===== src/rtl/cdr_ram.sv =====
// ----------------------------------------------------------------------------
// cdr_ram
// Generic single write port, single read port RAM with registered read.
// ----------------------------------------------------------------------------
`default_nettype none

module cdr_ram #(
  parameter int WIDTH = 32,
  parameter int DEPTH = 16
) (
  input  wire logic                     clk,
  input  wire logic                     we,
  input  wire logic [$clog2(DEPTH)-1:0] waddr,
  input  wire logic [WIDTH-1:0]         wdata,
  input  wire logic [$clog2(DEPTH)-1:0] raddr,
  output logic      [WIDTH-1:0]         rdata
);

  logic [WIDTH-1:0] mem [DEPTH];

  always_ff @(posedge clk) begin
    if (we) begin
      mem[waddr] <= wdata;
    end
    rdata <= mem[raddr];
  end

endmodule

`default_nettype wire


===== config.mk =====
export PLATFORM = sky130hd
export DESIGN_NAME = cdr_ram
export DESIGN_NICKNAME = d
export VERILOG_FILES = /design/src/rtl/cdr_ram.sv
export SDC_FILE = /design/constraint.sdc
export NUM_CORES = 1
export LEC_CHECK = 0
export CORE_UTILIZATION = 40
export CTS_CLUSTER_DIAMETER = 50
export DETAILED_ROUTE_END_ITERATION = 16
export DONT_BUFFER_PORTS = 1
export SLEW_MARGIN = 20
export SYNTH_ARGS = -nofsm -noshare
export SYNTH_HDL_FRONTEND = slang
export SYNTH_SLANG_ARGS = --single-unit

===== constraint.sdc =====
create_clock -name clk -period 5.96 [get_ports clk]
set_clock_uncertainty 0.15 [all_clocks]
set_input_delay 1.192 -clock clk [delete_from_list [all_inputs] [get_ports clk]]
set_output_delay 1.192 -clock clk [all_outputs]
set_load 0.01 [all_outputs]

== Word-level counts from Yosys, hierarchy flattened ==
Memory sizes are Yosys's and may differ from the RTL's. A register that Yosys moved wholly into a read port is not among the register bits.
Index checks and enable logic that the tools add are counted.
Cells by class
  add/subtract/negate cells: 0
  multiply operators: 0
  divide/modulo/power cells: 0
  magnitude comparators: 0
  eq/ne operators: 0
  shifts and indexed selects: 0
  mux-type cells: 2
  bitwise gates (word level): 0
  reductions and logical operators: 0
Operators with widths (count)
  2-to-1 mux 1 bit: 2
Word-level totals
  register bits after elaboration: 0
  bits in latches: 0
  RAM bits: 512
  bits in read-only memories: 0
  input port bits: 42
  output and inout port bits: 32
  word-level logic and storage cells: 3
  memories kept: 1
Memories
  mem: words 16, width 32, rd ports 1, clocked after memory_dff 1, write ports 1, RTL line 19  | logic [WIDTH-1:0] mem [DEPTH];

== Longest topological paths before layout ==
  depth after elaboration: 2
  depth in mapped cells: 5
  depth with buffers taken out: 3

== Worst setup path before layout ==
Ideal clock, no wire load.
  path kind: input port to flip-flop
  from: in waddr[2]
  to: mem mem[0][0], enable pin
  arrival time: 3.910 ns
  path slack: 1.438 ns
  cell stages on the path: 2
  cell sequence: or3b_2 > nor3_1
RTL lines
  from (decl): RTL line 13  | input wire logic [$clog2(DEPTH)-1:0] waddr,
  to (decl): RTL line 19
Straight into the memory's write port.

== Final worst setup path ==
  from: in we
  to: mem mem[13][0], enable pin
Between the ends
  word-level cells in the longest chain between the ends: 2
Ends and longest elaborated chain
  from (decl): RTL line 12  | input wire logic we,
  2-to-1 mux 1 bit: RTL line 22  | if (we) begin
  2-to-1 mux 1 bit (not written as such): RTL line 23  | mem[waddr] <= wdata;
No other way between the ends.

==> implementation parameters <==
Parameter                              Value

Run status
  Run status ... completed

Timing
  Relative slew margins ... 0.269
  Final Cycle Share ... 0.417
  Pins Over Slew Limit ... 0
  Transition at the pin with the smallest max-transition slack ... 1.09 ns
  Post-route worst hold slack ... 0.515 ns
  Minimum setup slack in the final design ... 3.47 ns
  Endpoints failing setup ... 0
  Highest clock rate ... 0.402 GHz
  Final TNS setup ... 0 ns
  Hold Violations, Final ... 0
  RSZ-0062 raised after global routing ... no
  Crit path time final ... 2.49 ns

Synthesis
  Register bit count reported by yosys ... 544
  Leading register cell type out of synthesis ... edfxtp_1
  Mean instance size in the synthesized netlist ... 23.7 sq um
  Number of warnings printed during yosys synthesis ... 0
  Sequential share of the synthesized area ... 0.807
  Distinct cell type count after synthesis ... 18
  Post-Syn Nets ... 880
  Post-synth design cell area ... 19900 sq um
  Post-Syn Instances ... 838
  Share of synthesized flip-flops with an asynchronous set or reset ... 0
  Number of enable flip-flop cells after synthesis ... 512

Critical path
  Worst Setup EP ... mem[13][0]
  Slowest stage delay, CP ... 0.63 ns
  CP Launch Type ... primary input
  CP endpoint kind ... register
  Worst setup slack for register-to-register paths ... 4.38 ns
  Startpoint-to-endpoint class of the critical path ... in2reg
  Logic depth of the worst register-to-register path ... 3
  Data arrival, critical path ... 2.59 ns
  Slowest stage cell on the critical path ... nor2_4
  Critical path fanouts, max ... 19
  Worst path required time ... 6.06 ns
  Origin of the critical flop-to-flop path ... mem[1][2]
  Cells along the critical path ... nand3_1, nor2_4, buf_4
  Worst setup path start ... we
  R2r endpoint ... rdata[2]

Floorplan
  Placeable Area ... 49000 sq um
  IO Pins ... 74
  Total Die Area ... 50500 sq um
  Die width ... 225 um
  Starting density of the core ... 0.406
  Site Rows ... 81
  Height of the die ... 225 um

Power and ir drop
  Sw Pwr ... 1.59 mW
  Standby leakage power ... 7.08 nW
  Highest ir drop seen on vdd ... 234 uV
  Part of the total power dissipated in the clock network ... 0.437
  Pint ... 6.48 mW
  Overall power consumption ... 8.07 mW
  Switching power as a share of total power ... 0.197
  Sequential Power Share ... 0.535
  Power Density ... 356 nW/um^2
  Proportion of power drawn by combinational gates ... 0.028

Clocking
  Clock tree from TritonCTS ... done
  H-tree levels ... 2
  Total setup buffers inserted after CTS ... 0
  Maximum number of buffers from clock root to sink ... 3
  Number of buffers created by CTS ... 56
  Sink Count ... 544
  Count of hold buffers inserted by post-cts repair ... 0
  Clock root buffer ... clkbuf_16
  Post-cts resize count ... 0
  Clock input transition at the sequential cells of the worst setup and hold paths ... 0.06 ns
  Insertion delay to the later sink of the worst-skew pair ... 0.61 ns

Global routing
  Number of antenna violations at the first check in global routing ... 0
  Total global-route track usage ... 0.160
  Wire length of the first global-routing pass ... 59.1 mm
  Vias in the first global route ... 9054
  Pin count of the biggest net entering global routing ... 129
  Global route total overflow ... 0

Placement
  Area after DPL ... 20800 sq um
  Worst slack at placement ... 2.80 ns
  Routability cong. ... 0.673
  Post-DP HPWL ... 20.2 mm
  PortBufs ... 0

Detailed routing
  Total Wirelength ... 39.2 mm
  Average detailed-routed wire length per instance ... 24.7 um
  Number of detailed-routing iterations run before antenna repair ... 5
  Number of design-rule violations left by the first detailed-router iteration ... 721
  Average vias per placed instance ... 5.39
  Number of remaining DRC errors ... 0
  Number of nets with antenna violations after detailed routing ... 0
  Via total after detailed routing ... 8550

Final layout
  Final Cell Area ... 22700 sq um
  Layout-stage area growth over the synthesis result ... 14.4%
  Antenna diode count ... 0
  Ratio of cells with drive above 1 in the final layout ... 0.277
  Final net count ... 915

Worst hold path
  Min-delay worst type ... reg2reg

Run
  MaxCap Viol Count ... 0
## Yosys cell counts, types with 4 or more instances
cell,instances,area (sq um)
clkbuf_1,17,63.8
nand2_1,33,124
a22oi_1,64,480
buf_1,9,33.8
buf_2,4,20.0
edfxtp_1,512,15400
nor3_1,4,20.0
dfxtp_1,32,641
nor2_1,13,48.8
mux4_2,128,2880
buf_4,11,82.6
## worst min-delay path by stage
stage,from,endpoint,cells past startpoint
final,mem[12][4],rdata[4],3
after global routing,wdata[21],mem[15][21],0
after CTS,wdata[22],mem[0][22],0
after detailed placement,mem[12][4],rdata[4],3
after global placement,mem[12][9],rdata[9],3
after floorplan,mem[14][0],rdata[0],3
## metal layers
metal  track usage  wire length, um
met1         0.238            18100
met2         0.238            17800
met4        0.0463              692
met5             0                0
met3        0.0355             2640
## cell type report
type                            count  area [sq um]
Clock buffer                       63          1430
Clock inverter                     43           455
Fill cell                        3988         26200
Multi-Input combinational cell    251          3750
Sequential cell                   544         16000
Tap cell                          664           831
Timing Repair Buffer               20           230
## cell usage in the layout (no fill, tap or decap), drive strengths merged
cell        n
bufinv      8
nand3b      2
nand3       1
nor3        4
clkbuf     63
a22oi      64
dfxtp      32
clkinvlp    3
or3b        1
nand2      33
nor2b       2
and2        1
mux4      128
edfxtp    512
clkinv     30
inv         2
nand2b      2
buf        20
nor2       13
## per-stage QoR
stage,std cells,utilization
detailed placement,1479,0.425
CTS,1585,0.464
floorplan,838,-
global placement,1475,0.423
finish,1585,0.464
global route,1585,0.464
## cells by family (layout without fill, tap and decap cells)
kind of cell,count (synthesis),count (layout),share of synthesized area
AOI/OAI and AO/OA,64,64,0.0242
buffers and inverters,43,126,0.0112
DFF,544,544,0.807
muxes,128,128,0.145
and+or+nand+nor,59,59,0.0127
## power groups by stage
stage                     sequential (mW)  clock, mW  combinational (mW)
final                                4.32       3.53               0.224
after floorplan                      4.39          0               0.205
after detailed placement             4.40          0               0.229
after global placement               4.40          0               0.223
after CTS                            4.32       3.61               0.229
after global routing                 4.33       3.74               0.241
## sequential cells by signal, summed over array words and instances, names as in the netlist
| signal | cells |
|---|---|
| mem | 512 |
| rdata | 32 |
## worst max-delay path: cells and delay by family
kind	cells	cell delay, ns
buffers and inverters	1	0.48
and+or+nand+nor	2	0.89
Note: power is estimated with default switching activity, not from simulation.
