===== config.mk =====
export PLATFORM = sky130hd
export DESIGN_NAME = cdr_cfg
export DESIGN_NICKNAME = d
export VERILOG_FILES = /design/src/rtl/cdr_pkg.sv /design/src/rtl/cdr_cfg.sv
export SDC_FILE = /design/constraint.sdc
export NUM_CORES = 1
export LEC_CHECK = 0
export BUFFER_PORTS_ARGS = -buffer_cell sky130_fd_sc_hd__clkbuf_2
export CAP_MARGIN = 5
export CORE_UTILIZATION = 46
export CTS_BUF_LIST = sky130_fd_sc_hd__clkbuf_8
export CTS_CLUSTER_DIAMETER = 50
export CTS_CLUSTER_SIZE = 20
export DETAILED_ROUTE_END_ITERATION = 16
export GPL_ROUTABILITY_DRIVEN = 0
export PLACE_DENSITY = 0.87
export RECOVER_POWER = 25
export SETUP_SLACK_MARGIN = 0.02
export SYNTH_ARGS = -nofsm -noshare
export SYNTH_HDL_FRONTEND = slang
export SYNTH_SLANG_ARGS = --single-unit

===== constraint.sdc =====
create_clock -name clk -period 1.8 [get_ports clk]
set_input_delay 0.09 -clock clk [delete_from_list [all_inputs] [get_ports clk]]
set_output_delay 0.09 -clock clk [all_outputs]
set_load 0.02 [all_outputs]

===== src/rtl/cdr_pkg.sv =====
// ----------------------------------------------------------------------------
// cdr_pkg
// Shared types, constants and register codes of the delta regression block.
// ----------------------------------------------------------------------------
`default_nettype none

package cdr_pkg;

  // default sizes
  localparam int MAX_COEFFS = 16;
  localparam int MAX_WINDOW = 3;

  // fixed field widths
  localparam int DATA_W    = 32;
  localparam int WIN_W     = 2;
  localparam int COEFFS_W  = 5;
  localparam int SCALE_W   = 17;
  localparam int FSEEN_W   = 3;
  localparam int CFG_AW    = 4;
  localparam int CFG_DW    = 32;
  localparam int TAP_K_W   = 3;

  // sum of k*x over at most seven taps, |k| <= 3
  localparam int ACC_W     = 36;
  localparam int PROD_W    = ACC_W + SCALE_W + 1;

  localparam logic [FSEEN_W-1:0]  FSEEN_MAX = 3'd7;
  localparam logic [SCALE_W-1:0]  SCALE_MAX = 17'd65536;

  // register reset values
  localparam logic [WIN_W-1:0]    WINDOW_RST = 2'd2;
  localparam logic [COEFFS_W-1:0] COEFFS_RST = 5'd13;
  localparam logic [SCALE_W-1:0]  SCALE_RST  = 17'd10923;

  // register indexes
  typedef enum logic [1:0] {
    REG_WINDOW = 2'd0,
    REG_COEFFS = 2'd1,
    REG_SCALE  = 2'd2
  } reg_idx_t;

  typedef struct packed {
    logic [WIN_W-1:0]    window;
    logic [COEFFS_W-1:0] coeffs;
    logic [SCALE_W-1:0]  scale;    // already limited to SCALE_MAX
  } cfg_regs_t;

  typedef struct packed {
    logic                      clr;
    logic                      acc_en;
    logic signed [TAP_K_W-1:0] tap_k;
    logic                      mul_en;
  } mac_ctrl_t;

  typedef enum logic [3:0] {
    S_IDLE,
    S_WRITE,
    S_TAP,
    S_MUL,
    S_SAT,
    S_PRD,
    S_PDAT,
    S_EMIT,
    S_ZERO,
    S_FRD,
    S_FDAT,
    S_FINISH
  } seq_state_t;

endpackage

`default_nettype wire


===== src/rtl/cdr_cfg.sv =====
// ----------------------------------------------------------------------------
// cdr_cfg
// APB-style register file: window, coefficients per frame, reciprocal scale.
// ----------------------------------------------------------------------------
`default_nettype none

module cdr_cfg (
  input  wire logic                         clk,
  input  wire logic                         rst_n,
  input  wire logic                         psel,
  input  wire logic                         penable,
  input  wire logic                         pwrite,
  input  wire logic [cdr_pkg::CFG_AW-1:0]   paddr,
  input  wire logic [cdr_pkg::CFG_DW-1:0]   pwdata,
  output logic      [cdr_pkg::CFG_DW-1:0]   prdata,
  output logic                              pready,
  output cdr_pkg::cfg_regs_t                cfg
);

  logic [cdr_pkg::WIN_W-1:0]    window_r;
  logic [cdr_pkg::COEFFS_W-1:0] coeffs_r;
  logic [cdr_pkg::SCALE_W-1:0]  scale_r;
  logic [1:0]                   reg_idx;
  logic                         wr_en;

  assign pready  = 1'b1;
  assign reg_idx = paddr[3:2];
  assign wr_en   = psel && penable && pwrite && pready;

  always_ff @(posedge clk) begin
    if (!rst_n) begin
      window_r <= cdr_pkg::WINDOW_RST;
      coeffs_r <= cdr_pkg::COEFFS_RST;
      scale_r  <= cdr_pkg::SCALE_RST;
    end else if (wr_en) begin
      case (reg_idx)
        cdr_pkg::REG_WINDOW: window_r <= pwdata[cdr_pkg::WIN_W-1:0];
        cdr_pkg::REG_COEFFS: coeffs_r <= pwdata[cdr_pkg::COEFFS_W-1:0];
        cdr_pkg::REG_SCALE:  scale_r  <= pwdata[cdr_pkg::SCALE_W-1:0];
        default: ;
      endcase
    end
  end

  always_comb begin
    case (reg_idx)
      cdr_pkg::REG_WINDOW: prdata = cdr_pkg::CFG_DW'(window_r);
      cdr_pkg::REG_COEFFS: prdata = cdr_pkg::CFG_DW'(coeffs_r);
      cdr_pkg::REG_SCALE:  prdata = cdr_pkg::CFG_DW'(scale_r);
      default:             prdata = '0;
    endcase
  end

  assign cfg.window = window_r;
  assign cfg.coeffs = coeffs_r;
  assign cfg.scale  = (scale_r > cdr_pkg::SCALE_MAX) ? cdr_pkg::SCALE_MAX : scale_r;

endmodule

`default_nettype wire


# Word-level counts from Yosys, hierarchy flattened
# Index checks and enable logic that the tools add are counted.
# op_classes
order_cmp	1
eq_ne	2
muxes	2
reduce_logical	6
# op_table
cell	n
$pmux W17 S3	1
$gt A17 B17 Y1 const B	1
$mux W17	1
$reduce_and A2 Y1	3
$eq A2 B1 Y1 const B	1
$eq A2 B2 Y1 const B	1
$logic_and A1 B1 Y1	2
$logic_not A2 Y1	1
# word_totals
ff_bits	24
input_bits	41
word_cells	14

# Depth between registers and ports, before layout
# depth
depth_word	3
depth_mapped	5

# Least setup slack after synthesis
# No wires, ideal clock.
# synth_timing
path_type	reg2out
startpoint	reg scale_r[15] (netlist bit)
endpoint	out cfg[10] (netlist bit)
arrival_ns	1.234
t_required_ns	1.710
slack_ns	0.476
path_stages_with_launch	4
path_buffers	0
path_cell_list	dfxtp_1 > nor4_2 > a41oi_4 > nor2b_1
# synth_rtl
element	line	rtl
start: declaration	cdr_cfg.sv:22	logic [cdr_pkg::SCALE_W-1:0] scale_r;
start signal: assignment	cdr_cfg.sv:34	scale_r <= cdr_pkg::SCALE_RST;
start signal: assignment	cdr_cfg.sv:39	cdr_pkg::REG_SCALE: scale_r <= pwdata[cdr_pkg::SCALE_W-1:0];
end: declaration	cdr_cfg.sv:17	output cdr_pkg::cfg_regs_t cfg

==> results.toml <==
[timing]
period_share_pct = 94.05
final.setup.tns_ps = 0
worst_slew_pin_slew_ps = 576.7
final.min_clock_period_ps = 1693
fmax_mhz = 590.7
worst_hold_slack_ps = 51.41
setup_viol = 0
slew_headroom_pct = 61.47
drv_slew = 0
rsz0062_at_grt = "no"
fin_worst_skew_ps = 0
hold_violations = 0

[global_routing]
grt_pass1_vias = 1238
grt_usage_pct = 21.46
overflow = 0
antenna_found_initial = 0
grt_max_degree = 30
grt_pass1_wl_um = 5616

[cts]
cts-buffers-inserted = 3
root_buffer = "clkbuf_8"
hold_buffers = 0
cts_sinks = 24
clk_latency_ps = 270
clk_path_buf_depth = 2
htreeDepth = 1
cts_tree = "yes"
clk_pin_slew_ps = 90
postCtsSetupBuffers = 0

[yosys]
synth_cells = 179
ys_types = 28
synth_area_leaders = "dfxtp_1 (33%), nand3_1 (12%), buf_4 (11%), o21ai_0 (8.5%), nor2b_1 (6.8%)"
ys_ff_latch = 24
yosys_warnings = 0
syn-cell-area_um2 = 1475
postSynthAreaPerCell_um2 = 8.241
synth_top_area_cell = "dfxtp_1"
yosysSeqAreaShare_pct = 32.57
synth_top_area_share_pct = 32.57

[finish]
final_common_cell = "clkbuf_2"
fin_cells = 278
layout-drive-gt1-share_pct = 29.49
final_nets = 276
synthToLayoutAreaGrowth_pct = 22.22
design_area_um2 = 1803
antenna_cells = 0
layout_common_cells = "clkbuf_2 (55), nand3_1 (35), o21ai_0 (25)"

[place]
dp.cells = 274
place.detailed.hpwl_um = 2539
port_buffers = 64
placed_cell_area_um2 = 1733

[worst_hold_path]
hold_path_end = "scale_r[11]"
hold_depth = 3
min_from = "pwdata[11]"
hold_path_class = "input port to flop"

[detailed_routing]
wl_um = 3622
drt_iter0_drc = 50
viasPerCell = 5.176
vias = 1439
antenna_left = 0
drc = 0
top_layer_used = "met4"
routedWlPerCell_um = 13.03
wl_met3_um = 217
drt_pass1_iterations = 4
met2_length_um = 1688
wl_met1_um = 1652

[pwr]
seqPwrFrac_pct = 44.6
p_int_mw = 0.9018
p_sw_share_pct = 27.04
comb_power_share_pct = 16.5
ir_worst_vdd_mv = 0.3177
p_leak_nw = 0.7449
p_sw_mw = 0.3343
power.density_nw_per_um2 = 685.6
p_clk_share_pct = 38.9

[status]
outcome = "finished, final reports clean"

[die]
pin_count = 98
die_area_um2 = 3437
die_h_um = 58.63
initial_core_util_pct = 48.32
rows = 20
core_area_um2 = 3053
die_x_um = 58.63

[worst_setup_path]
path_max_fanout = 10
r2r-end = "scale_r[16]"
path_class = "flop to output pin"
worst_ep_required_time_ps = 1710
critPathCaptureType = "output pin"
arrival_ps = 1600
r2r_slack_ps = 840
cp-start-kind = "flop"
r2r_cells = 2
rr_startpoint = "scale_r[16]"

[flow_run]
cap_violations = 0
## per-layer routing
layer,vias to the layer above,track usage [%]
met4,0,9.524
met1,670,28.96
li1,703,-
met3,7,3.516
met5,-,0
met2,59,33.83
## power groups by stage
stage               sequential (mW)  clock [mW]  combinational [mW]
CTS                           0.550       0.484               0.206
floorplan                     0.563           0               0.167
finish                        0.552       0.481               0.203
global placement              0.562           0               0.203
detailed placement            0.563           0               0.205
global route                  0.553       0.506               0.219
## layout make-up
cell class                      instances  area, um^2
Fill cell                             300        1250
Multi-Input combinational cell        137       860.8
Sequential cell                        24       480.5
Timing Repair Buffer                   68       331.6
Tap cell                               44       55.05
Clock buffer                            3       41.29
Clock inverter                          1       30.03
Inverter                                1       3.754
## critical path, stage by stage (launching register included)
cell and delay (ps):
dfxtp_1 380, nor4_4 340, a41oi_4 240, nor2b_1 190, clkbuf_2 190
## flip-flops by register name (all words and copies together), names as in the netlist
name	cells
window_r	2
scale_r	17
coeffs_r	5
## kinds of logic after synthesis
group	after synthesis	share of synthesized area, %
compound gates	43	19.08
buf+inv	32	13.82
flops	24	32.57
mux	2	1.357
other cells	2	0.5091
simple gates	76	32.66
## synthesized netlist by cell type (all sizes together)
master / instances
and3: 1
mux2i: 2
o31ai: 1
nor2: 2
o21ai: 25
nand2: 2
and2: 11
a41oi: 1
nor2b: 18
nand2b: 2
dfxtp: 24
a22o: 3
inv: 1
nor4: 5
buf: 24
a21boi: 12
a21oi: 1
nand3: 35
clkbuf: 7
conb: 2
## per-stage QoR
| step | setup WS [ps] | util, % | total power [mW] |
|---|---|---|---|
| final | 107.1 | 59.06 | 1.236 |
| after global routing | 20.95 | 59.06 | 1.278 |
| after CTS | 31.05 | 59.10 | 1.240 |
| after detailed placement | 349.1 | 56.76 | 0.7675 |
| after global placement | 379.1 | 56.76 | 0.7651 |
| after floorplan | 475.6 | - | 0.7298 |
## timing repair
| item | CTS | global route |
|---|---|---|
| endpoints found under the hold margin | 0 | 0 |
| endpoints found under the setup margin | 0 | 10 |
| resized for setup | 0 | 2 |
## worst max-delay path by stage
stage | endpoint | startpoint | slack (ps)
after floorplan | cfg[10] | scale_r[15] | 480
after global placement | cfg[1] | scale_r[15] | 380
after detailed placement | cfg[1] | scale_r[12] | 350
after CTS | cfg[1] | scale_r[12] | 30
after global routing | cfg[1] | scale_r[12] | 20
final | cfg[1] | scale_r[4] | 110
Power figures use the tool's default switching activity.
