`config.mk`:
```
export PLATFORM = sky130hd
export DESIGN_NAME = cdr_mac
export DESIGN_NICKNAME = d
export VERILOG_FILES = /design/src/rtl/cdr_pkg.sv /design/src/rtl/cdr_mac.sv
export SDC_FILE = /design/constraint.sdc
export NUM_CORES = 2
export LEC_CHECK = 0
export ABC_AREA = 1
export BUFFER_PORTS_ARGS = -buffer_cell sky130_fd_sc_hd__buf_4
export CORE_MARGIN = 3
export CORE_UTILIZATION = 60
export CTS_CLUSTER_DIAMETER = 100
export DETAILED_ROUTE_END_ITERATION = 7
export GPL_TIMING_DRIVEN = 0
export PLACE_DENSITY = 0.83
export REMOVE_ABC_BUFFERS = 1
export SLEW_MARGIN = 20
export SYNTH_ARGS = -nofsm -noshare
export SYNTH_HDL_FRONTEND = slang
export SYNTH_SLANG_ARGS = --single-unit
```
`constraint.sdc`:
```
create_clock -name clk -period 19.5 [get_ports clk]
set_clock_uncertainty 0.1 [all_clocks]
set_input_delay 3.9 -clock clk [delete_from_list [all_inputs] [get_ports clk]]
set_output_delay 3.9 -clock clk [all_outputs]
set_load 0.01 [all_outputs]
```
`src/rtl/cdr_pkg.sv`:
```
// ----------------------------------------------------------------------------
// cdr_pkg
// Shared types, constants and register codes of the delta regression block.
// ----------------------------------------------------------------------------
`default_nettype none

package cdr_pkg;

  // default sizes
  localparam int MAX_COEFFS = 16;
  localparam int MAX_WINDOW = 3;

  // fixed field widths
  localparam int DATA_W    = 32;
  localparam int WIN_W     = 2;
  localparam int COEFFS_W  = 5;
  localparam int SCALE_W   = 17;
  localparam int FSEEN_W   = 3;
  localparam int CFG_AW    = 4;
  localparam int CFG_DW    = 32;
  localparam int TAP_K_W   = 3;

  // sum of k*x over at most seven taps, |k| <= 3
  localparam int ACC_W     = 36;
  localparam int PROD_W    = ACC_W + SCALE_W + 1;

  localparam logic [FSEEN_W-1:0]  FSEEN_MAX = 3'd7;
  localparam logic [SCALE_W-1:0]  SCALE_MAX = 17'd65536;

  // register reset values
  localparam logic [WIN_W-1:0]    WINDOW_RST = 2'd2;
  localparam logic [COEFFS_W-1:0] COEFFS_RST = 5'd13;
  localparam logic [SCALE_W-1:0]  SCALE_RST  = 17'd10923;

  // register indexes
  typedef enum logic [1:0] {
    REG_WINDOW = 2'd0,
    REG_COEFFS = 2'd1,
    REG_SCALE  = 2'd2
  } reg_idx_t;

  typedef struct packed {
    logic [WIN_W-1:0]    window;
    logic [COEFFS_W-1:0] coeffs;
    logic [SCALE_W-1:0]  scale;    // already limited to SCALE_MAX
  } cfg_regs_t;

  typedef struct packed {
    logic                      clr;
    logic                      acc_en;
    logic signed [TAP_K_W-1:0] tap_k;
    logic                      mul_en;
  } mac_ctrl_t;

  typedef enum logic [3:0] {
    S_IDLE,
    S_WRITE,
    S_TAP,
    S_MUL,
    S_SAT,
    S_PRD,
    S_PDAT,
    S_EMIT,
    S_ZERO,
    S_FRD,
    S_FDAT,
    S_FINISH
  } seq_state_t;

endpackage

`default_nettype wire

```
`src/rtl/cdr_mac.sv`:
```
// ----------------------------------------------------------------------------
// cdr_mac
// Shared arithmetic unit: tap accumulate, scale multiply, shift and saturate.
// ----------------------------------------------------------------------------
`default_nettype none

module cdr_mac (
  input  wire logic                              clk,
  input  wire cdr_pkg::mac_ctrl_t                ctrl,
  input  wire logic signed [cdr_pkg::DATA_W-1:0] x,
  input  wire logic [cdr_pkg::SCALE_W-1:0]       scale,
  output logic signed [cdr_pkg::DATA_W-1:0]      result
);

  localparam int TERM_W = cdr_pkg::DATA_W + cdr_pkg::TAP_K_W;
  localparam int Q_W    = cdr_pkg::PROD_W - 16;

  logic signed [cdr_pkg::ACC_W-1:0]  acc_r;
  logic signed [cdr_pkg::PROD_W-1:0] prod_r;
  logic signed [TERM_W-1:0]          term;
  logic signed [Q_W-1:0]             q;

  assign term = x * ctrl.tap_k;

  always_ff @(posedge clk) begin
    if (ctrl.clr) begin
      acc_r <= '0;
    end else if (ctrl.acc_en) begin
      acc_r <= acc_r + cdr_pkg::ACC_W'(term);
    end
    if (ctrl.mul_en) begin
      prod_r <= acc_r * $signed({1'b0, scale});
    end
  end

  // floor shift, then clamp to signed 32 bits
  assign q = $signed(prod_r[cdr_pkg::PROD_W-1:16]);

  always_comb begin
    if (q[Q_W-1:cdr_pkg::DATA_W-1] == '0 || q[Q_W-1:cdr_pkg::DATA_W-1] == '1) begin
      result = q[cdr_pkg::DATA_W-1:0];
    end else if (q[Q_W-1]) begin
      result = {1'b1, {(cdr_pkg::DATA_W-1){1'b0}}};
    end else begin
      result = {1'b0, {(cdr_pkg::DATA_W-1){1'b1}}};
    end
  end

endmodule

`default_nettype wire

```
* Word-level counts from Yosys, hierarchy flattened
Cells that the tools add are included.
** Storage, ports and cells
- Logic and storage cells :: 10
- Output and inout bits :: 32
- Register bits after elaboration :: 90
- Bits of input ports :: 56
** Operators by class
- Equality and inequality tests :: 1
- Reductions and logical operators :: 2
- Multiplexer cells :: 2
- Add/subtract/negate cells :: 1
- Multiply operators :: 2
** Operator list (count)
- $mux W32 :: 2
- $mul A36 B18 Y54 :: 1
- $add A36 B35 Y36 :: 1
- $mul A32 B3 Y35 :: 1
- $eq A7 B7 Y1 const B :: 1
- $logic_not A7 Y1 :: 1
- $logic_or A1 B1 Y1 :: 1

* Depth between registers and ports, before layout
- Word-level depth :: 3
- Depth in mapped cells :: 29

* Worst setup path after synthesis
OpenSTA, ideal clock, no wires.
- Kind :: input-to-reg
- Start point :: input port scale[8] (netlist name)
- End point :: register prod_r[53] (netlist name), data pin
- Buffers on the path :: 2
- Cell stages on the path :: 21
- Required time :: 19.148 ns
- Data arrival time :: 8.993 ns
- Path slack :: 10.155 ns
- Path through :: clkbuf_1 -> clkbuf_1 -> nand2_1 -> fa_1 -> inv_1 -> fa_1 -> inv_1 -> fa_1 -> fa_1 -> fa_1 -> fa_1 -> inv_1 -> ha_1 -> nand2_1 -> nor2_1 -> nand4_1 -> nor2_1 -> and3_1 -> nand2_1 -> nand3_1 -> nand2_1
** On the way
- Longest elaborated chain between the ends :: 1
** RTL lines
- start: declaration :: line cdr_mac.sv:11 : input wire logic [cdr_pkg::SCALE_W-1:0] scale,
- $mul A36 B18 Y54 :: line cdr_mac.sv:32 : prod_r <= acc_r * $signed({1'b0, scale});
- end signal: assignment :: line cdr_mac.sv:32
- end: declaration :: line cdr_mac.sv:19 : logic signed [cdr_pkg::PROD_W-1:0] prod_r;
No other way between the ends.
A chain may end at the register's enable or synchronous reset.

* Worst setup path in the final report
- Start point :: input port scale[0] (netlist name)
- End point :: register prod_r[42] (netlist name), data pin
The elaborated chain is that of the path after synthesis.

==> impl_metrics.toml <==
[global_route]
first_global_vias = 26300
grt_pass1_wl_um = 128000
grt_max_degree = 57
gr-total-overflow = 0
antenna_found_initial = 0
grtUsageTotal = 0.299

[clocking]
cts_setup_buffers = 0
hold_buffers = 0
h-tree-depth = 3
clk_latency_ns = 0.37
clk_path_buf_depth = 2
clkTransAtPathRegs_ns = 0.06
clock-sinks = 74
clockRootBuffer = "clkbuf_16"
cts_tree = "built"
cts_buffers = 9
cts-resized-gates = 0

[timing]
report.final.hold_viol_count = 0
rsz0062_at_grt = "false"
relSlewSlack = 0.219
finalSetupTns_ns = 0
finalSetupViolCount = 0
post-route-period-util = 0.507
fmax_mhz = 101
hold_ws_ns = 0.737
tightest_slew_ns = 1.17
drv_slew = 0
fin_crit_ns = 9.88

[synth]
synth_edf_count = 38
synth_mux_area_frac = 0
ys_ff_latch = 74
synthCells = 4089
syn_avg_cell_area_um2 = 7.39
synth-simple-area-share = 0.197
synthAdderAreaFrac = 0.508
synth_top_family_by_area = "adder cells"
ys_top_cells_by_area = "fa_1 (43%), inv_1 (15%), nand2_1 (13%)"
async_flop_share = 0
synth_top_area_frac = 0.428
synthFlopType = "edfxtp_1"
syn_area_um2 = 30200
synth_commonest_cells = "inv_1 (1237), nand2_1 (1054), fa_1 (645), nor2_1 (219), ha_1 (194)"
yosysMostFrequentCell = "inv_1"
synth-xor-area-share = 0.0133
yosys.area.top_type = "fa_1"
synth-compound-area-share = 0.0442
yosysUniqueCellTypes = 37
yosys_warnings = 0
synth_seq_area_share = 0.0616

[worst_hold_path]
hold_start = "acc_r[1]"
hold_class = "flop to flop"

[drt]
first_iter_violations = 2015
routedWlPerCell_um = 15.9
route.vias.total = 24800
drtPass1Iterations = 7
drt-total-wl_um = 74700
vias_per_cell = 5.29
drc = 0
drtAntennaViolNets = 0

[floorplan]
die_y_um = 230
die_area_um2 = 53100
num_io_pins = 88
start_util = 0.612
fp-row-count = 81
fp.coreArea_um2 = 49400
die_w_um = 230

[setup_path]
start_kind = "input port"
cp_data_arrival_time_ns = 9.87
timing.rr.start = "acc_r[35]"
criticalPathCategory = "input port to flop"
ff2ff_setup_slack_ns = 12.69
required_ns = 19.49
crit_fanout = 35
worstSetupEndpointType = "flop"
crit_start = "scale[0]"

[cells_and_area]
fill_cells = 4252
final_nets = 4915
diodes = 0
drive_gt1_frac = 0.0455
utilization = 0.636
area_growth_pct = 3.87
postLayoutCellArea_um2 = 31400

[status]
outcome = "completed"

[placed_design]
place_area_um2 = 31100
io_buffers = 87
gp_congestion = 1.00
hpwl_um = 60300

[run]
maxCapViolations = 0
-- layer usage --
layer / track usage / vias to the layer above / wire length (um)
li1: - / 11400 / -
met1: 0.387 / 12000 / 29100
met2: 0.516 / 1189 / 36200
met3: 0.0455 / 217 / 6890
met4: 0.104 / 0 / 2490
met5: 0 / - / 0
-- kinds of logic after synthesis --
family,after synthesis
AO/OA/AOI/OAI,248
XOR/XNOR,46
adder cells (fa/ha/maj),839
buffers and inverters,1418
flip-flops,74
AND/OR/NAND/NOR,1464
-- area by class of cell --
| type | count | area, um2 | share of cell area |
|---|---|---|---|
| multi-input cells | 2597 | 23000 | 0.734 |
| well taps | 664 | 831 | 0.0265 |
| clock buffers | 13 | 260 | 0.00830 |
| clock inverters | 3 | 40.0 | 0.00128 |
| repair buffers | 88 | 664 | 0.0212 |
| flip-flops and latches | 74 | 1860 | 0.0594 |
| inverters | 1250 | 4690 | 0.150 |
-- path summary, 6_finish.rpt --
| kind | to | depth (start not counted) |
|---|---|---|
| max reg2reg | prod_r[42] | 17 |
| min reg2reg | acc_r[1] | 2 |
| min | acc_r[1] | 2 |
| max | prod_r[42] | 18 |
-- through the flow --
stage          instances  setup slack (ns)
3_5_place_dp        4673              9.32
6_report            4689              9.62
2_1_floorplan       3921             10.58
3_3_place_gp        4672              9.38
5_1_grt             4689              9.30
4_1_cts             4689              9.72
-- sequential cells by signal, indices dropped and copies added, names as in the netlist --
register and count:
acc_r 36, prod_r 38
-- worst max-delay path, cell delays in order --
cell and delay [ns]:
buf_4 0.39, nand2_1 0.26, inv_1 0.17, fa_1 0.55, fa_1 1.07, inv_1 0.21
fa_1 0.52, inv_1 0.05, fa_1 0.55, fa_1 0.46, ha_1 0.42, a21oi_1 0.18
a21boi_0 0.29, o21ai_0 0.22, a21oi_1 0.30, nand3_1 0.11, nand2_1 0.08, nand2_1 0.09
-- layout by cell type, fill, tap and decap left out, types with 15 or more instances in the layout --
| cell | n |
|---|---|
| fa_1 | 645 |
| nor2_1 | 219 |
| xor2_1 | 31 |
| buf_4 | 87 |
| nand4_1 | 29 |
| o21bai_1 | 16 |
| xnor2_1 | 15 |
| nand3_1 | 81 |
| dfxtp_1 | 36 |
| edfxtp_1 | 38 |
| o21ai_0 | 91 |
| ha_1 | 194 |
| inv_1 | 1237 |
| a21oi_1 | 109 |
| nand2_1 | 1054 |
| or2_2 | 30 |
Power is left out: the tool's default activity adds up to more than one toggle a clock period on the data nets, which glitch-free logic cannot reach.
