`src/rtl/cdr_pkg.sv`:
```
// ----------------------------------------------------------------------------
// cdr_pkg
// Shared types, constants and register codes of the delta regression block.
// ----------------------------------------------------------------------------
`default_nettype none

package cdr_pkg;

  // default sizes
  localparam int MAX_COEFFS = 16;
  localparam int MAX_WINDOW = 3;

  // fixed field widths
  localparam int DATA_W    = 32;
  localparam int WIN_W     = 2;
  localparam int COEFFS_W  = 5;
  localparam int SCALE_W   = 17;
  localparam int FSEEN_W   = 3;
  localparam int CFG_AW    = 4;
  localparam int CFG_DW    = 32;
  localparam int TAP_K_W   = 3;

  // sum of k*x over at most seven taps, |k| <= 3
  localparam int ACC_W     = 36;
  localparam int PROD_W    = ACC_W + SCALE_W + 1;

  localparam logic [FSEEN_W-1:0]  FSEEN_MAX = 3'd7;
  localparam logic [SCALE_W-1:0]  SCALE_MAX = 17'd65536;

  // register reset values
  localparam logic [WIN_W-1:0]    WINDOW_RST = 2'd2;
  localparam logic [COEFFS_W-1:0] COEFFS_RST = 5'd13;
  localparam logic [SCALE_W-1:0]  SCALE_RST  = 17'd10923;

  // register indexes
  typedef enum logic [1:0] {
    REG_WINDOW = 2'd0,
    REG_COEFFS = 2'd1,
    REG_SCALE  = 2'd2
  } reg_idx_t;

  typedef struct packed {
    logic [WIN_W-1:0]    window;
    logic [COEFFS_W-1:0] coeffs;
    logic [SCALE_W-1:0]  scale;    // already limited to SCALE_MAX
  } cfg_regs_t;

  typedef struct packed {
    logic                      clr;
    logic                      acc_en;
    logic signed [TAP_K_W-1:0] tap_k;
    logic                      mul_en;
  } mac_ctrl_t;

  typedef enum logic [3:0] {
    S_IDLE,
    S_WRITE,
    S_TAP,
    S_MUL,
    S_SAT,
    S_PRD,
    S_PDAT,
    S_EMIT,
    S_ZERO,
    S_FRD,
    S_FDAT,
    S_FINISH
  } seq_state_t;

endpackage

`default_nettype wire

```
`src/rtl/cdr_in_if.sv`:
```
// ----------------------------------------------------------------------------
// cdr_in_if
// Input channel: one coefficient item per handshake.
// ----------------------------------------------------------------------------
`default_nettype none

interface cdr_in_if;
  logic                              valid;
  logic                              ready;
  logic signed [cdr_pkg::DATA_W-1:0] coeff_value;
  logic                              last_item;

  modport source (output valid, output coeff_value, output last_item, input ready);
  modport sink   (input valid, input coeff_value, input last_item, output ready);
endinterface

`default_nettype wire

```
`src/rtl/cdr_out_if.sv`:
```
// ----------------------------------------------------------------------------
// cdr_out_if
// Result channel: one delta or passed-through coefficient per handshake.
// ----------------------------------------------------------------------------
`default_nettype none

interface cdr_out_if;
  logic                              valid;
  logic                              ready;
  logic signed [cdr_pkg::DATA_W-1:0] delta_value;
  logic                              is_last;

  modport source (output valid, output delta_value, output is_last, input ready);
  modport sink   (input valid, input delta_value, input is_last, output ready);
endinterface

`default_nettype wire

```
`src/rtl/cdr_seq.sv`:
```
// ----------------------------------------------------------------------------
// cdr_seq
// Sequencer: frame ring addressing, tap walk, flush, and output register.
// ----------------------------------------------------------------------------
`default_nettype none

module cdr_seq #(
  parameter int MAX_COEFFS = cdr_pkg::MAX_COEFFS,
  parameter int MAX_WINDOW = cdr_pkg::MAX_WINDOW
) (
  input  wire logic                      clk,
  input  wire logic                      rst_n,
  input  wire cdr_pkg::cfg_regs_t        cfg,
  cdr_in_if.sink                         in_ch,
  cdr_out_if.source                      out_ch,
  output logic                           ram_we,
  output logic [$clog2((2*MAX_WINDOW+1)*MAX_COEFFS)-1:0] ram_waddr,
  output logic [cdr_pkg::DATA_W-1:0]     ram_wdata,
  output logic [$clog2((2*MAX_WINDOW+1)*MAX_COEFFS)-1:0] ram_raddr,
  input  wire logic [cdr_pkg::DATA_W-1:0] ram_rdata,
  output cdr_pkg::mac_ctrl_t             mac_ctrl,
  input  wire logic signed [cdr_pkg::DATA_W-1:0] mac_result
);

  localparam int RING_FRAMES = 2 * MAX_WINDOW + 1;
  localparam int SPAN_W      = $clog2(RING_FRAMES + 1);
  localparam int IDX_W       = (MAX_COEFFS > 1) ? $clog2(MAX_COEFFS) : 1;
  localparam int CNT_W       = $clog2(MAX_COEFFS + 1);
  localparam int ADDR_W      = $clog2(RING_FRAMES * MAX_COEFFS);
  localparam int DW          = cdr_pkg::DATA_W;
  localparam int KW          = cdr_pkg::TAP_K_W;

  cdr_pkg::seq_state_t state_r, state_nxt;

  logic [IDX_W-1:0]             coeff_index_r, coeff_index_nxt;
  logic [SPAN_W-1:0]            write_slot_r, write_slot_nxt;
  logic [cdr_pkg::FSEEN_W-1:0]  frames_seen_r, frames_seen_nxt;
  logic [SPAN_W-1:0]            cnt_r, cnt_nxt;
  logic [CNT_W-1:0]             idx_r, idx_nxt;
  logic                         tap_vld_r, tap_vld_nxt;
  logic signed [KW-1:0]         tap_k_r, tap_k_nxt;
  logic                         flush_r, flush_nxt;
  logic                         out_valid_r, out_valid_nxt;

  logic [DW-1:0]                val_r, val_nxt;
  logic                         last_r, last_nxt;
  logic [DW-1:0]                res_r, res_nxt;
  logic                         res_last_r, res_last_nxt;
  logic [DW-1:0]                out_data_r, out_data_nxt;
  logic                         out_last_r, out_last_nxt;

  logic [cdr_pkg::WIN_W-1:0]    win;
  logic [CNT_W-1:0]             ncoef;
  logic [SPAN_W-1:0]            span;
  logic [SPAN_W-1:0]            ws;
  logic [SPAN_W-1:0]            ws_inc;
  logic [CNT_W-1:0]             j_plus;
  logic                         frame_end;
  logic                         has_main;
  logic                         is_delta;
  logic [SPAN_W-1:0]            first_back;
  logic                         issuing;
  logic signed [SPAN_W+1:0]     k_wide;
  logic                         out_free;

  function automatic logic [SPAN_W-1:0] wrap_slot(input logic [SPAN_W-1:0] s,
                                                  input logic [SPAN_W-1:0] sp);
    logic [SPAN_W-1:0] r;
    r = s;
    if (r >= sp) r = r - sp;
    if (r >= sp) r = r - sp;
    return r;
  endfunction

  // ring slot that lies "back" frames behind the current write slot
  function automatic logic [SPAN_W-1:0] slot_of(input logic [SPAN_W-1:0] cur,
                                                input logic [SPAN_W-1:0] back,
                                                input logic [SPAN_W-1:0] sp);
    logic [SPAN_W-1:0] r;
    r = cur - back;
    if (cur < back) r = cur + sp - back;
    return r;
  endfunction

  function automatic logic [ADDR_W-1:0] addr_of(input logic [SPAN_W-1:0] slot,
                                                input logic [IDX_W-1:0] idx);
    return ADDR_W'(slot * MAX_COEFFS + idx);
  endfunction

  // register values limited to the supported ranges
  always_comb begin
    if (cfg.window == '0) begin
      win = cdr_pkg::WIN_W'(1);
    end else if (int'(cfg.window) > MAX_WINDOW) begin
      win = cdr_pkg::WIN_W'(MAX_WINDOW);
    end else begin
      win = cfg.window;
    end
    if (cfg.coeffs == '0) begin
      ncoef = CNT_W'(1);
    end else if (int'(cfg.coeffs) > MAX_COEFFS) begin
      ncoef = CNT_W'(MAX_COEFFS);
    end else begin
      ncoef = CNT_W'(cfg.coeffs);
    end
  end

  assign span       = SPAN_W'({win, 1'b1});
  assign ws         = wrap_slot(write_slot_r, span);
  assign ws_inc     = (ws + SPAN_W'(1) == span) ? '0 : ws + SPAN_W'(1);
  assign j_plus     = CNT_W'(coeff_index_r) + CNT_W'(1);
  assign frame_end  = j_plus >= ncoef;
  assign has_main   = frames_seen_r >= {1'b0, win};
  assign is_delta   = frames_seen_r >= {win, 1'b0};
  assign first_back = has_main ? SPAN_W'(win - cdr_pkg::WIN_W'(1)) : SPAN_W'(frames_seen_r);
  assign issuing    = cnt_r < span;
  assign k_wide     = $signed({2'b00, SPAN_W'(win)}) - $signed({2'b00, cnt_r});
  assign out_free   = !out_valid_r || out_ch.ready;

  assign in_ch.ready        = (state_r == cdr_pkg::S_IDLE);
  assign out_ch.valid       = out_valid_r;
  assign out_ch.delta_value = out_data_r;
  assign out_ch.is_last     = out_last_r;

  always_comb begin
    state_nxt       = state_r;
    coeff_index_nxt = coeff_index_r;
    write_slot_nxt  = write_slot_r;
    frames_seen_nxt = frames_seen_r;
    cnt_nxt         = cnt_r;
    idx_nxt         = idx_r;
    tap_vld_nxt     = 1'b0;
    tap_k_nxt       = tap_k_r;
    flush_nxt       = flush_r;
    out_valid_nxt   = out_ch.ready ? 1'b0 : out_valid_r;
    val_nxt         = val_r;
    last_nxt        = last_r;
    res_nxt         = res_r;
    res_last_nxt    = res_last_r;
    out_data_nxt    = out_data_r;
    out_last_nxt    = out_last_r;
    ram_we          = 1'b0;
    ram_waddr       = addr_of(ws, coeff_index_r);
    ram_wdata       = val_r;
    ram_raddr       = '0;
    mac_ctrl        = '0;

    case (state_r)
      cdr_pkg::S_IDLE: begin
        if (in_ch.valid) begin
          val_nxt   = in_ch.coeff_value;
          last_nxt  = in_ch.last_item;
          flush_nxt = 1'b0;
          state_nxt = cdr_pkg::S_WRITE;
        end
      end

      cdr_pkg::S_WRITE: begin
        ram_we = 1'b1;
        if (has_main && is_delta) begin
          cnt_nxt      = '0;
          mac_ctrl.clr = 1'b1;
          state_nxt    = cdr_pkg::S_TAP;
        end else if (has_main) begin
          state_nxt = cdr_pkg::S_PRD;
        end else if (last_r) begin
          idx_nxt   = j_plus;
          state_nxt = cdr_pkg::S_ZERO;
        end else begin
          state_nxt = cdr_pkg::S_FINISH;
        end
      end

      // read one tap a cycle, accumulate the previous read
      cdr_pkg::S_TAP: begin
        mac_ctrl.acc_en = tap_vld_r;
        mac_ctrl.tap_k  = tap_k_r;
        if (issuing) begin
          ram_raddr   = addr_of(slot_of(ws, cnt_r, span), coeff_index_r);
          cnt_nxt     = cnt_r + SPAN_W'(1);
          tap_vld_nxt = 1'b1;
          tap_k_nxt   = k_wide[KW-1:0];
        end else if (tap_vld_r) begin
          state_nxt = cdr_pkg::S_MUL;
        end
      end

      cdr_pkg::S_MUL: begin
        mac_ctrl.mul_en = 1'b1;
        state_nxt       = cdr_pkg::S_SAT;
      end

      cdr_pkg::S_SAT: begin
        res_nxt      = mac_result;
        res_last_nxt = 1'b0;
        state_nxt    = cdr_pkg::S_EMIT;
      end

      cdr_pkg::S_PRD: begin
        ram_raddr = addr_of(slot_of(ws, SPAN_W'(win), span), coeff_index_r);
        state_nxt = cdr_pkg::S_PDAT;
      end

      cdr_pkg::S_PDAT: begin
        res_nxt      = ram_rdata;
        res_last_nxt = 1'b0;
        state_nxt    = cdr_pkg::S_EMIT;
      end

      cdr_pkg::S_EMIT: begin
        if (out_free) begin
          out_valid_nxt = 1'b1;
          out_data_nxt  = res_r;
          out_last_nxt  = res_last_r;
          if (flush_r) begin
            if (res_last_r) begin
              state_nxt = cdr_pkg::S_FINISH;
            end else begin
              if (idx_r + CNT_W'(1) == ncoef) begin
                idx_nxt = '0;
                cnt_nxt = cnt_r - SPAN_W'(1);
              end else begin
                idx_nxt = idx_r + CNT_W'(1);
              end
              state_nxt = cdr_pkg::S_FRD;
            end
          end else if (last_r) begin
            idx_nxt   = j_plus;
            state_nxt = cdr_pkg::S_ZERO;
          end else begin
            state_nxt = cdr_pkg::S_FINISH;
          end
        end
      end

      // clear the missing tail of a frame cut short by the last item
      cdr_pkg::S_ZERO: begin
        if (idx_r < ncoef) begin
          ram_we    = 1'b1;
          ram_waddr = addr_of(ws, idx_r[IDX_W-1:0]);
          ram_wdata = '0;
          idx_nxt   = idx_r + CNT_W'(1);
        end else begin
          cnt_nxt   = first_back;
          idx_nxt   = '0;
          flush_nxt = 1'b1;
          state_nxt = cdr_pkg::S_FRD;
        end
      end

      cdr_pkg::S_FRD: begin
        ram_raddr = addr_of(slot_of(ws, cnt_r, span), idx_r[IDX_W-1:0]);
        state_nxt = cdr_pkg::S_FDAT;
      end

      cdr_pkg::S_FDAT: begin
        res_nxt      = ram_rdata;
        res_last_nxt = (cnt_r == '0) && (idx_r + CNT_W'(1) == ncoef);
        state_nxt    = cdr_pkg::S_EMIT;
      end

      cdr_pkg::S_FINISH: begin
        if (last_r) begin
          coeff_index_nxt = '0;
          write_slot_nxt  = '0;
          frames_seen_nxt = '0;
        end else if (frame_end) begin
          coeff_index_nxt = '0;
          write_slot_nxt  = ws_inc;
          if (frames_seen_r != cdr_pkg::FSEEN_MAX) begin
            frames_seen_nxt = frames_seen_r + cdr_pkg::FSEEN_W'(1);
          end
        end else begin
          coeff_index_nxt = j_plus[IDX_W-1:0];
          write_slot_nxt  = ws;
        end
        flush_nxt = 1'b0;
        state_nxt = cdr_pkg::S_IDLE;
      end

      default: begin
        state_nxt = cdr_pkg::S_IDLE;
      end
    endcase
  end

  always_ff @(posedge clk) begin
    if (!rst_n) begin
      state_r <= cdr_pkg::S_IDLE;
    end else begin
      state_r <= state_nxt;
    end
  end

  always_ff @(posedge clk) begin
    if (!rst_n) begin
      coeff_index_r <= '0;
      write_slot_r  <= '0;
      frames_seen_r <= '0;
      cnt_r         <= '0;
      idx_r         <= '0;
      tap_vld_r     <= 1'b0;
      tap_k_r       <= '0;
      flush_r       <= 1'b0;
      out_valid_r   <= 1'b0;
    end else begin
      coeff_index_r <= coeff_index_nxt;
      write_slot_r  <= write_slot_nxt;
      frames_seen_r <= frames_seen_nxt;
      cnt_r         <= cnt_nxt;
      idx_r         <= idx_nxt;
      tap_vld_r     <= tap_vld_nxt;
      tap_k_r       <= tap_k_nxt;
      flush_r       <= flush_nxt;
      out_valid_r   <= out_valid_nxt;
    end
  end

  always_ff @(posedge clk) begin
    val_r      <= val_nxt;
    last_r     <= last_nxt;
    res_r      <= res_nxt;
    res_last_r <= res_last_nxt;
    out_data_r <= out_data_nxt;
    out_last_r <= out_last_nxt;
  end

endmodule

`default_nettype wire

```
`src/flat_wrapper.sv`:
```
// flat-port wrapper written by rule: the top's interface ports become plain ports
module cdr_seq_flat 
#(
  parameter int MAX_COEFFS = cdr_pkg::MAX_COEFFS,
  parameter int MAX_WINDOW = cdr_pkg::MAX_WINDOW
)
  (clk, rst_n, cfg, ram_we, ram_waddr, ram_wdata, ram_raddr, ram_rdata, mac_ctrl, mac_result, in_ch_valid, in_ch_coeff_value, in_ch_last_item, in_ch_ready, out_ch_valid, out_ch_delta_value, out_ch_is_last, out_ch_ready);
  cdr_in_if in_ch_i ();
  cdr_out_if out_ch_i ();
  input  wire logic clk;
  input  wire logic rst_n;
  input  wire cdr_pkg::cfg_regs_t cfg;
  output logic ram_we;
  output logic [$clog2((2*MAX_WINDOW+1)*MAX_COEFFS)-1:0] ram_waddr;
  output logic [cdr_pkg::DATA_W-1:0] ram_wdata;
  output logic [$clog2((2*MAX_WINDOW+1)*MAX_COEFFS)-1:0] ram_raddr;
  input  wire logic [cdr_pkg::DATA_W-1:0] ram_rdata;
  output cdr_pkg::mac_ctrl_t mac_ctrl;
  input  wire logic signed [cdr_pkg::DATA_W-1:0] mac_result;
  input wire logic [$bits(in_ch_i.valid)-1:0] in_ch_valid;
  input wire logic [$bits(in_ch_i.coeff_value)-1:0] in_ch_coeff_value;
  input wire logic [$bits(in_ch_i.last_item)-1:0] in_ch_last_item;
  output wire logic [$bits(in_ch_i.ready)-1:0] in_ch_ready;
  output wire logic [$bits(out_ch_i.valid)-1:0] out_ch_valid;
  output wire logic [$bits(out_ch_i.delta_value)-1:0] out_ch_delta_value;
  output wire logic [$bits(out_ch_i.is_last)-1:0] out_ch_is_last;
  input wire logic [$bits(out_ch_i.ready)-1:0] out_ch_ready;
  assign in_ch_i.valid = in_ch_valid;
  assign in_ch_i.coeff_value = in_ch_coeff_value;
  assign in_ch_i.last_item = in_ch_last_item;
  assign in_ch_ready = in_ch_i.ready;
  assign out_ch_valid = out_ch_i.valid;
  assign out_ch_delta_value = out_ch_i.delta_value;
  assign out_ch_is_last = out_ch_i.is_last;
  assign out_ch_i.ready = out_ch_ready;
  cdr_seq #(.MAX_COEFFS(MAX_COEFFS), .MAX_WINDOW(MAX_WINDOW)) u_core (.clk(clk), .rst_n(rst_n), .cfg(cfg), .in_ch(in_ch_i), .out_ch(out_ch_i), .ram_we(ram_we), .ram_waddr(ram_waddr), .ram_wdata(ram_wdata), .ram_raddr(ram_raddr), .ram_rdata(ram_rdata), .mac_ctrl(mac_ctrl), .mac_result(mac_result));
endmodule
```
`config.mk`:
```
export PLATFORM = sky130hd
export DESIGN_NAME = cdr_seq_flat
export DESIGN_NICKNAME = d
export VERILOG_FILES = /design/src/rtl/cdr_pkg.sv /design/src/rtl/cdr_in_if.sv /design/src/rtl/cdr_out_if.sv /design/src/rtl/cdr_seq.sv /design/src/flat_wrapper.sv
export SDC_FILE = /design/constraint.sdc
export NUM_CORES = 1
export LEC_CHECK = 0
export BUFFER_PORTS_ARGS = -buffer_cell sky130_fd_sc_hd__buf_2
export CORE_ASPECT_RATIO = 0.9
export CORE_MARGIN = 2
export CORE_UTILIZATION = 45
export DETAILED_ROUTE_END_ITERATION = 8
export GPL_ROUTABILITY_DRIVEN = 0
export PLACE_DENSITY = 0.71
export RECOVER_POWER = 25
export SLEW_MARGIN = 20
export SYNTH_ARGS = -nofsm -noshare
export SYNTH_HDL_FRONTEND = slang
export SYNTH_SLANG_ARGS = --single-unit
```
`constraint.sdc`:
```
create_clock -name clk -period 6.95 [get_ports clk]
set_input_delay 0.3475 -clock clk [delete_from_list [all_inputs] [get_ports clk]]
set_output_delay 0.3475 -clock clk [all_outputs]
set_load 0.01 [all_outputs]
```
-- After elaboration in Yosys (flattened, before gate mapping)
Index checks and enable logic that the tools add are counted.
- logic and storage cells: 169
- memories: 0
- RAM bits: 0
- bits in latches: 0
- bits in registers: 127
- bits in read-only memories: 0
- bits of input ports: 125
- output and inout bits: 88
- multiplexer cells: 69
- add/sub/neg operators: 20
- bitwise gates (word level): 0
- divide/modulo/power cells: 0
- magnitude comparators: 10
- reduce and logical (&&, ||, !) cells: 27
- multiply operators: 0
- shift-type cells: 0
- equality and inequality tests: 27
- operators by type and width (cell ; count):
    2-to-1 mux 3 bit ; 22
    2-to-1 mux 32 bit ; 2
    case mux 32 bit (2 select lines) ; 1
    2-to-1 mux 5 bit ; 10
    2-to-1 mux 4 bit ; 11
    case mux 4 bit (9 select lines) ; 1
    adder 7 x 4 -> 7 bit ; 5
    2-to-1 mux 7 bit ; 3
    case mux 7 bit (3 select lines) ; 1
    == test 4 x 3 -> 1 bit (second input constant) ; 4
    == test 4 bit (second input constant) ; 4
    case mux 5 bit (3 select lines) ; 1
    != test 2 x 1 -> 1 bit (second input constant) ; 6
    != test 2 bit (second input constant) ; 6
    case mux 3 bit (4 select lines) ; 1
    subtractor 3 bit ; 4
    2-to-1 mux 1 bit ; 10
    AND reduction 5 bit ; 2
    adder 3 x 1 -> 3 bit (second input constant) ; 3
    >= comparator 3 bit ; 3
    == test 4 x 2 -> 1 bit (second input constant) ; 2
    AND reduction 2 bit ; 4
    AND reduction 8 bit ; 1
    nonzero test 2 bit ; 4
    32 further kinds ; 42

-- Longest topological paths before layout
- depth after elaboration: 14
- depth in mapped cells: 28
- mapped depth without buffers: 25

-- Worst setup path after synthesis
Ideal clock, no wire load.
- kind: input port to output port
- start: input cfg[23] in the netlist's numbering
- end: output ram_raddr[6]
- required time: 6602 ps
- setup slack: 825 ps
- stages: 27
- arrival: 5777 ps
- cells stage by stage: buf_6 > nand2b_4 > buf_6 > inv_8 > xnor2_2 > inv_1 > ha_1 > and2_1 > a31oi_4 > o211ai_1 > mux2i_1 > inv_1 > ha_1 > ha_1 > o21a_1 > nor2_1 > o311a_4 > a21oi_1 > a21oi_1 > inv_1 > fa_1 > fa_1 > xnor2_1 > xnor2_1 > a211oi_1 > nor3_1 > o21ai_0
- longest elaborated chain between the ends: 14
- ends and longest elaborated chain (item ; RTL line ; text):
    start, declared ; flat_wrapper.sv:12 ; input wire cdr_pkg::cfg_regs_t cfg;
    zero test 2 bit ; cdr_seq.sv:92 ; if (cfg.window == '0) begin
    2-to-1 mux 2 bit (*) ; cdr_seq.sv:92 ;
    subtractor 3 bit / >= comparator 3 bit (equally long branches) ; cdr_seq.sv:70 ; if (r >= sp) r = r - sp;
    2-to-1 mux 3 bit ; cdr_seq.sv:70 ;
    subtractor 3 bit / >= comparator 3 bit (equally long branches) ; cdr_seq.sv:71 ; if (r >= sp) r = r - sp;
    2-to-1 mux 3 bit ; cdr_seq.sv:71 ;
    adder 3 bit ; cdr_seq.sv:81 ; if (cur < back) r = cur + sp - back;
    subtractor 3 bit ; cdr_seq.sv:81 ;
    2-to-1 mux 3 bit ; cdr_seq.sv:81 ;
    2-to-1 mux 3 bit ; cdr_seq.sv:178 ; if (issuing) begin
    2-to-1 mux 3 bit ; cdr_seq.sv:148 ; case (state_r)
    adder 7 x 4 -> 7 bit ; cdr_seq.sv:87 ; return ADDR_W'(slot * MAX_COEFFS + idx);
    2-to-1 mux 7 bit ; cdr_seq.sv:178 ;
    case mux 7 bit (3 select lines) (*) ; cdr_seq.sv:148 ;
    end, declared ; flat_wrapper.sv:16 ; output logic [$clog2((2*MAX_WINDOW+1)*MAX_COEFFS)-1:0] ram_raddr;
Mark *: on every way between the ends. The rest lies on a longest branch, timed or not. The select of a mux whose other input is x is not followed.

-- Worst setup path in the final report
- start: register u_core.write_slot_r[1]
- end: output ram_raddr[6]
- longest elaborated chain between the ends: 12
- ends and longest elaborated chain (item ; RTL line ; text):
    start, declared ; cdr_seq.sv:36 ; logic [SPAN_W-1:0] write_slot_r, write_slot_nxt;
    start signal, assigned ; cdr_seq.sv:308 ; write_slot_r <= write_slot_nxt;
    subtractor 3 bit / >= comparator 3 bit (equally long branches) ; cdr_seq.sv:70 ;
    2-to-1 mux 3 bit (*) ; cdr_seq.sv:70 ;
    subtractor 3 bit / >= comparator 3 bit (equally long branches) ; cdr_seq.sv:71 ;
    2-to-1 mux 3 bit (*) ; cdr_seq.sv:71 ;
    adder 3 bit ; cdr_seq.sv:81 ;
    subtractor 3 bit ; cdr_seq.sv:81 ;
    2-to-1 mux 3 bit ; cdr_seq.sv:81 ;
    2-to-1 mux 3 bit ; cdr_seq.sv:178 ;
    2-to-1 mux 3 bit ; cdr_seq.sv:148 ;
    adder 7 x 4 -> 7 bit ; cdr_seq.sv:87 ;
    2-to-1 mux 7 bit ; cdr_seq.sv:178 ;
    case mux 7 bit (3 select lines) (*) ; cdr_seq.sv:148 ;
Marked as above.

==> summary.txt <==
CRITICAL PATH
-------------------------------------------------------------------------------------------------
Origin of the worst setup path                                                       u_core.write_slot_r[1]
Critical Path, Cell by Cell                                                          xnor2_2 > inv_1 > ha_1 > and2_1 > a31oi_4 > o211ai_1 > mux2i_2 > inv_1 > ha_1 > ha_1 > o21a_1 > nor2_2 > o311a_4 > a21oi_1 > a21oi_4 > inv_1 > fa_1 > fa_1 > xnor2_1 > xnor2_1 > a211oi_1 > nor3_1 > o21ai_0 > buf_2
Kind of capture point of the worst setup path                                        primary output
Critical Path Max Stage Delay                                                             0.58 ns
Worst setup SP type                                                                          flop
Peak fanout along the critical path                                                             9
Critical path class                                                                       reg2out
Standard cell with the maximum stage delay on the critical path                              fa_1
Data arrival time of the critical path                                                    6.10 ns
Worst endpoint required time                                                              6.60 ns
R2r startpoint                                                                       u_core.write_slot_r[1]

CLOCK TREE
-------------------------------------------------------------------------------------------------
Root buf cell                                                                           clkbuf_16
TritonCTS sink count                                                                          127
Maximum buffer depth of the clock tree                                                          2
TritonCTS clock tree                                                                         done
Clk_lat worst skew                                                                        0.41 ns
Maximum level of the CTS H-tree                                                                 4
TritonCTS buffer count                                                                         17
Clk slew on worst S/H paths                                                               0.05 ns

GLOBAL ROUTING
-------------------------------------------------------------------------------------------------
Pin count of the biggest net entering global routing                                           39
Congestion Overflow GR                                                                          0
Global-route wire length before repair                                                    26.1 mm
Antenna violations before repair                                                                0
GRT Overall Usage                                                                           0.205
Via count of the first global-routing pass                                                  5,389

SYNTH
-------------------------------------------------------------------------------------------------
Synthesized flop and latch total                                                              127
Area share of xor/xnor cells in the synthesized design                                     0.0333
Post-synthesis async set-or-reset flop share                                                    0
Synthesized instance count                                                                    592
Fraction of synthesized area in multiplexers                                               0.0626
Leading post-synthesis cells by cell area                                            edfxtp_1 (43%), dfxtp_1 (8.1%), mux2_2 (5.8%)
Share of the yosys chip area belonging to registers                                         0.508
Share of the synthesized area in the top cell type                                          0.427
Commonest register cell after synthesis                                                  edfxtp_1
Post-Synthesis Net Count                                                                      757
Yosys warnings                                                                                  0
Number of distinct library cell variants in the gate-level netlist after synthesis             72
Dominant combinational cell family by area after synthesis                           compound AO/OA/AOI/OAI gates
Most area-hungry cell type in the Yosys netlist                                          edfxtp_1
Post-Syn Area per Cell                                                                   11.7 um2
Post-synthesis simple-gate area fraction                                                    0.135
Combined area of all synthesized cells                                                0.00696 mm2
Area fraction in compound gates after synthesis                                             0.146
Post-synthesis adder-cell area fraction                                                    0.0806
Number of enable flip-flop cells after synthesis                                               99

ROUTE
-------------------------------------------------------------------------------------------------
DR vias/cell                                                                                 5.42
Sum of routed wire length over all layers                                                 16.8 mm
Final ANT Viol Nets                                                                             0
Total via count after detailed routing                                                      5,412
Iteration-0 DRC count of the detailed router                                                  338
Remaining DRCs                                                                                  0
Number of search-and-repair iterations in the first detailed-routing pass                       4
Routed len/inst                                                                           16.8 um

STA
-------------------------------------------------------------------------------------------------
Post-route setup TNS                                                                         0 ns
Final Hold Viols                                                                                0
Post-route worst hold slack                                                              0.110 ns
Actual transition at the worst max-transition pin                                         1.03 ns
Worst clock skew                                                                       0.00876 ns
# setup viols final                                                                             0
Share of the clock period used by the worst path                                            0.928
Maximum clock frequency                                                                   155 MHz
Min Clock Period, post-route                                                              6.45 ns
Slew Limit Headroom                                                                         0.312
RSZ-0062 raised after global routing                                                           no
Final slew viol count                                                                           0

POWER
-------------------------------------------------------------------------------------------------
Leak pwr                                                                                  3.55 nW
Cell internal power dissipation                                                           1.79 mW
Peak supply drop                                                                       0.000259 V
Combinational share of power                                                                0.272
Relative contribution of the clock network to total power                                   0.318
Power Density                                                                          303 mW/mm2
Switching power share of the total                                                          0.315
Net Switching                                                                              827 uW
Power, Total                                                                              2.62 mW
Relative contribution of sequential cells to total power                                    0.410

HOLD PATH
-------------------------------------------------------------------------------------------------
Hold Startpoint                                                                      in_ch_coeff_value[3]
Min-delay worst type                                                                       in2reg

FINAL LAYOUT
-------------------------------------------------------------------------------------------------
Register area                                                                         0.00353 mm2
Final net count                                                                               951
Antenna Cells                                                                                   0
Count of filler cells inserted in the layout                                                1,301
Area Overhead vs Synth                                                                      24.6%
Fraction of layout instances using a drive strength above 1                                 0.348
Footprint of the multi-input gates                                                    0.00321 mm2

FLOORPLANNING
-------------------------------------------------------------------------------------------------
Die boundary height                                                                        122 um
Starting density of the core                                                                0.455
Total I/O pin count                                                                           213
Horizontal die dimension                                                                   135 um
Full die area                                                                          0.0165 mm2
Row count                                                                                      43
Total core area                                                                        0.0153 mm2

PLACE
-------------------------------------------------------------------------------------------------
HPWL Detailed                                                                             12.4 mm
Port Buf Inserts                                                                              195

STATUS
-------------------------------------------------------------------------------------------------
Status                                                                               complete, no violations

JOB
-------------------------------------------------------------------------------------------------
Total of max-cap violations                                                                     0

-- metrics by stage --
step / instance area [um2] / utilization / setup slack, ns / instances
after floorplan: 6960 / - / 0.825 / 592
after global placement: 8110 / 0.531 / 0.450 / 968
after detailed placement: 8110 / 0.531 / 0.0688 / 968
after CTS: 8650 / 0.566 / 0.00668 / 997
after global routing: 8660 / 0.567 / 0.0982 / 998
final: 8660 / 0.567 / 0.501 / 998
-- metal layers --
layer  GRT usage  share of wire  vias up
li1            -              -     2589
met5           0              0        -
met4      0.0879          0.021        0
met1       0.261           0.42     2596
met3      0.0566          0.070       27
met2       0.329           0.49      200
-- kinds of logic (layout without fill, tap and decap cells) --
logic type	Yosys count	in the layout
AND/OR/NAND/NOR	178	178
AO/OA/AOI/OAI	130	130
flip-flops	127	127
buffers and inverters	54	258
adder cells (fa/ha/maj)	40	40
multiplexers	39	39
XOR/XNOR	24	24
-- power by group through the flow --
stage	sequential, mW	clock, mW	combinational, mW
CTS	1.07	0.847	0.717
global route	1.09	0.880	0.787
finish	1.08	0.833	0.712
detailed placement	1.09	0	0.712
global placement	1.08	0	0.694
floorplan	1.03	0	0.525
-- path summary, 6_finish.rpt --
kind | end | slack, ns | cells past startpoint
hold reg to reg | u_core.out_ch.delta_value[16] | 0.42 | 0
setup reg to reg | u_core.write_slot_r[0] | 2.14 | 19
setup / recovery | ram_raddr[6] | 0.50 | 24
hold / removal | u_core.val_r[3] | 0.11 | 1
-- area by class of cell --
| class | count | area share |
|---|---|---|
| clock buffer | 18 | 0.0495 |
| sequential | 127 | 0.408 |
| clock inverter | 11 | 0.0137 |
| multi-input combinational | 411 | 0.371 |
| tap | 202 | 0.0292 |
| inverter | 28 | 0.0130 |
| timing repair buffer | 201 | 0.116 |
-- worst max-delay path: cells and delay by family, from the launching register on --
| kind | cells | cell delay (ns) |
|---|---|---|
| fa+ha+maj | 5 | 1.72 |
| buf+inv | 4 | 0.45 |
| xor+xnor | 3 | 0.57 |
| compound gates | 8 | 1.80 |
| mux | 1 | 0.24 |
| flops | 1 | 0.49 |
| simple gates | 3 | 0.43 |
-- state kept, by name (all words and copies together), names as in the netlist --
signal and flops:
u_core.tap_k_r 3, u_core.tap_vld_r 1, u_core.write_slot_r 3, u_core.out_ch.valid 1, u_core.out_ch.delta_value 32, u_core.coeff_index_r 4
u_core.cnt_r 3, u_core.out_ch.is_last 1, u_core.res_last_r 1, u_core.idx_r 5, u_core.val_r 32, u_core.res_r 32
u_core.state_r 4, u_core.last_r 1, u_core.flush_r 1, u_core.frames_seen_r 3
-- cells in the mapped netlist, types with 4 or more instances --
cell type	number
nor2b_1	36
xnor2_1	17
nor2_1	40
and2_1	9
nand3_1	7
and3_1	6
a22o_1	8
nor4_1	5
o211a_1	4
a211oi_1	12
o21ai_0	19
a21oi_1	22
or3_1	4
fa_1	8
inv_1	25
nor3_1	14
o211ai_1	5
a31oi_1	7
edfxtp_1	99
dfxtp_1	28
a22oi_1	9
xor2_1	5
nand2_1	29
buf_2	6
ha_1	32
nand2b_1	14
mux2_2	36
clkbuf_1	16
a21o_1	4
o21a_1	4
-- placed cells by master (no fill, tap or decap), types with 3 or more instances in the layout --
cell       Yosys  routed
o211a_1        4       3
nor3_1        14      14
nand3b_1       3       3
a211oi_1      12      12
a2111oi_0      3       3
a21o_1         4       4
nor2_2         1       3
and2_1         9       9
o21ai_0       19      19
nand2_1       29      29
fa_1           8       8
o21a_1         4       4
nand3_1        7       7
o31ai_1        3       3
nor2b_1       36      36
and3_1         6       6
mux2_2        36      36
a21oi_1       22      20
xor2_1         5       5
ha_1          32      32
clkbuf_16      0      17
buf_4          0       6
clkinv_1       1       4
or3_1          4       4
a31oi_1        7       7
nor4_1         5       5
a21oi_4        1       3
buf_2          6     183
a22o_1         8       8
o211ai_1       5       5
a22oi_1        9       9
xnor2_1       17      17
edfxtp_1      99      99
nor2_1        40      38
inv_1         25      25
dfxtp_1       28      28
clkbuf_1      16      13
nand2b_1      14      14
-- what timing repair did --
action | in CTS | in global routing
hold buffers | 0 | 0
buffers inserted | 0 | 1
gates resized for setup | 0 | 5
endpoints found under the setup margin | 0 | 1
No activity file was read; power rests on OpenSTA's default activity.
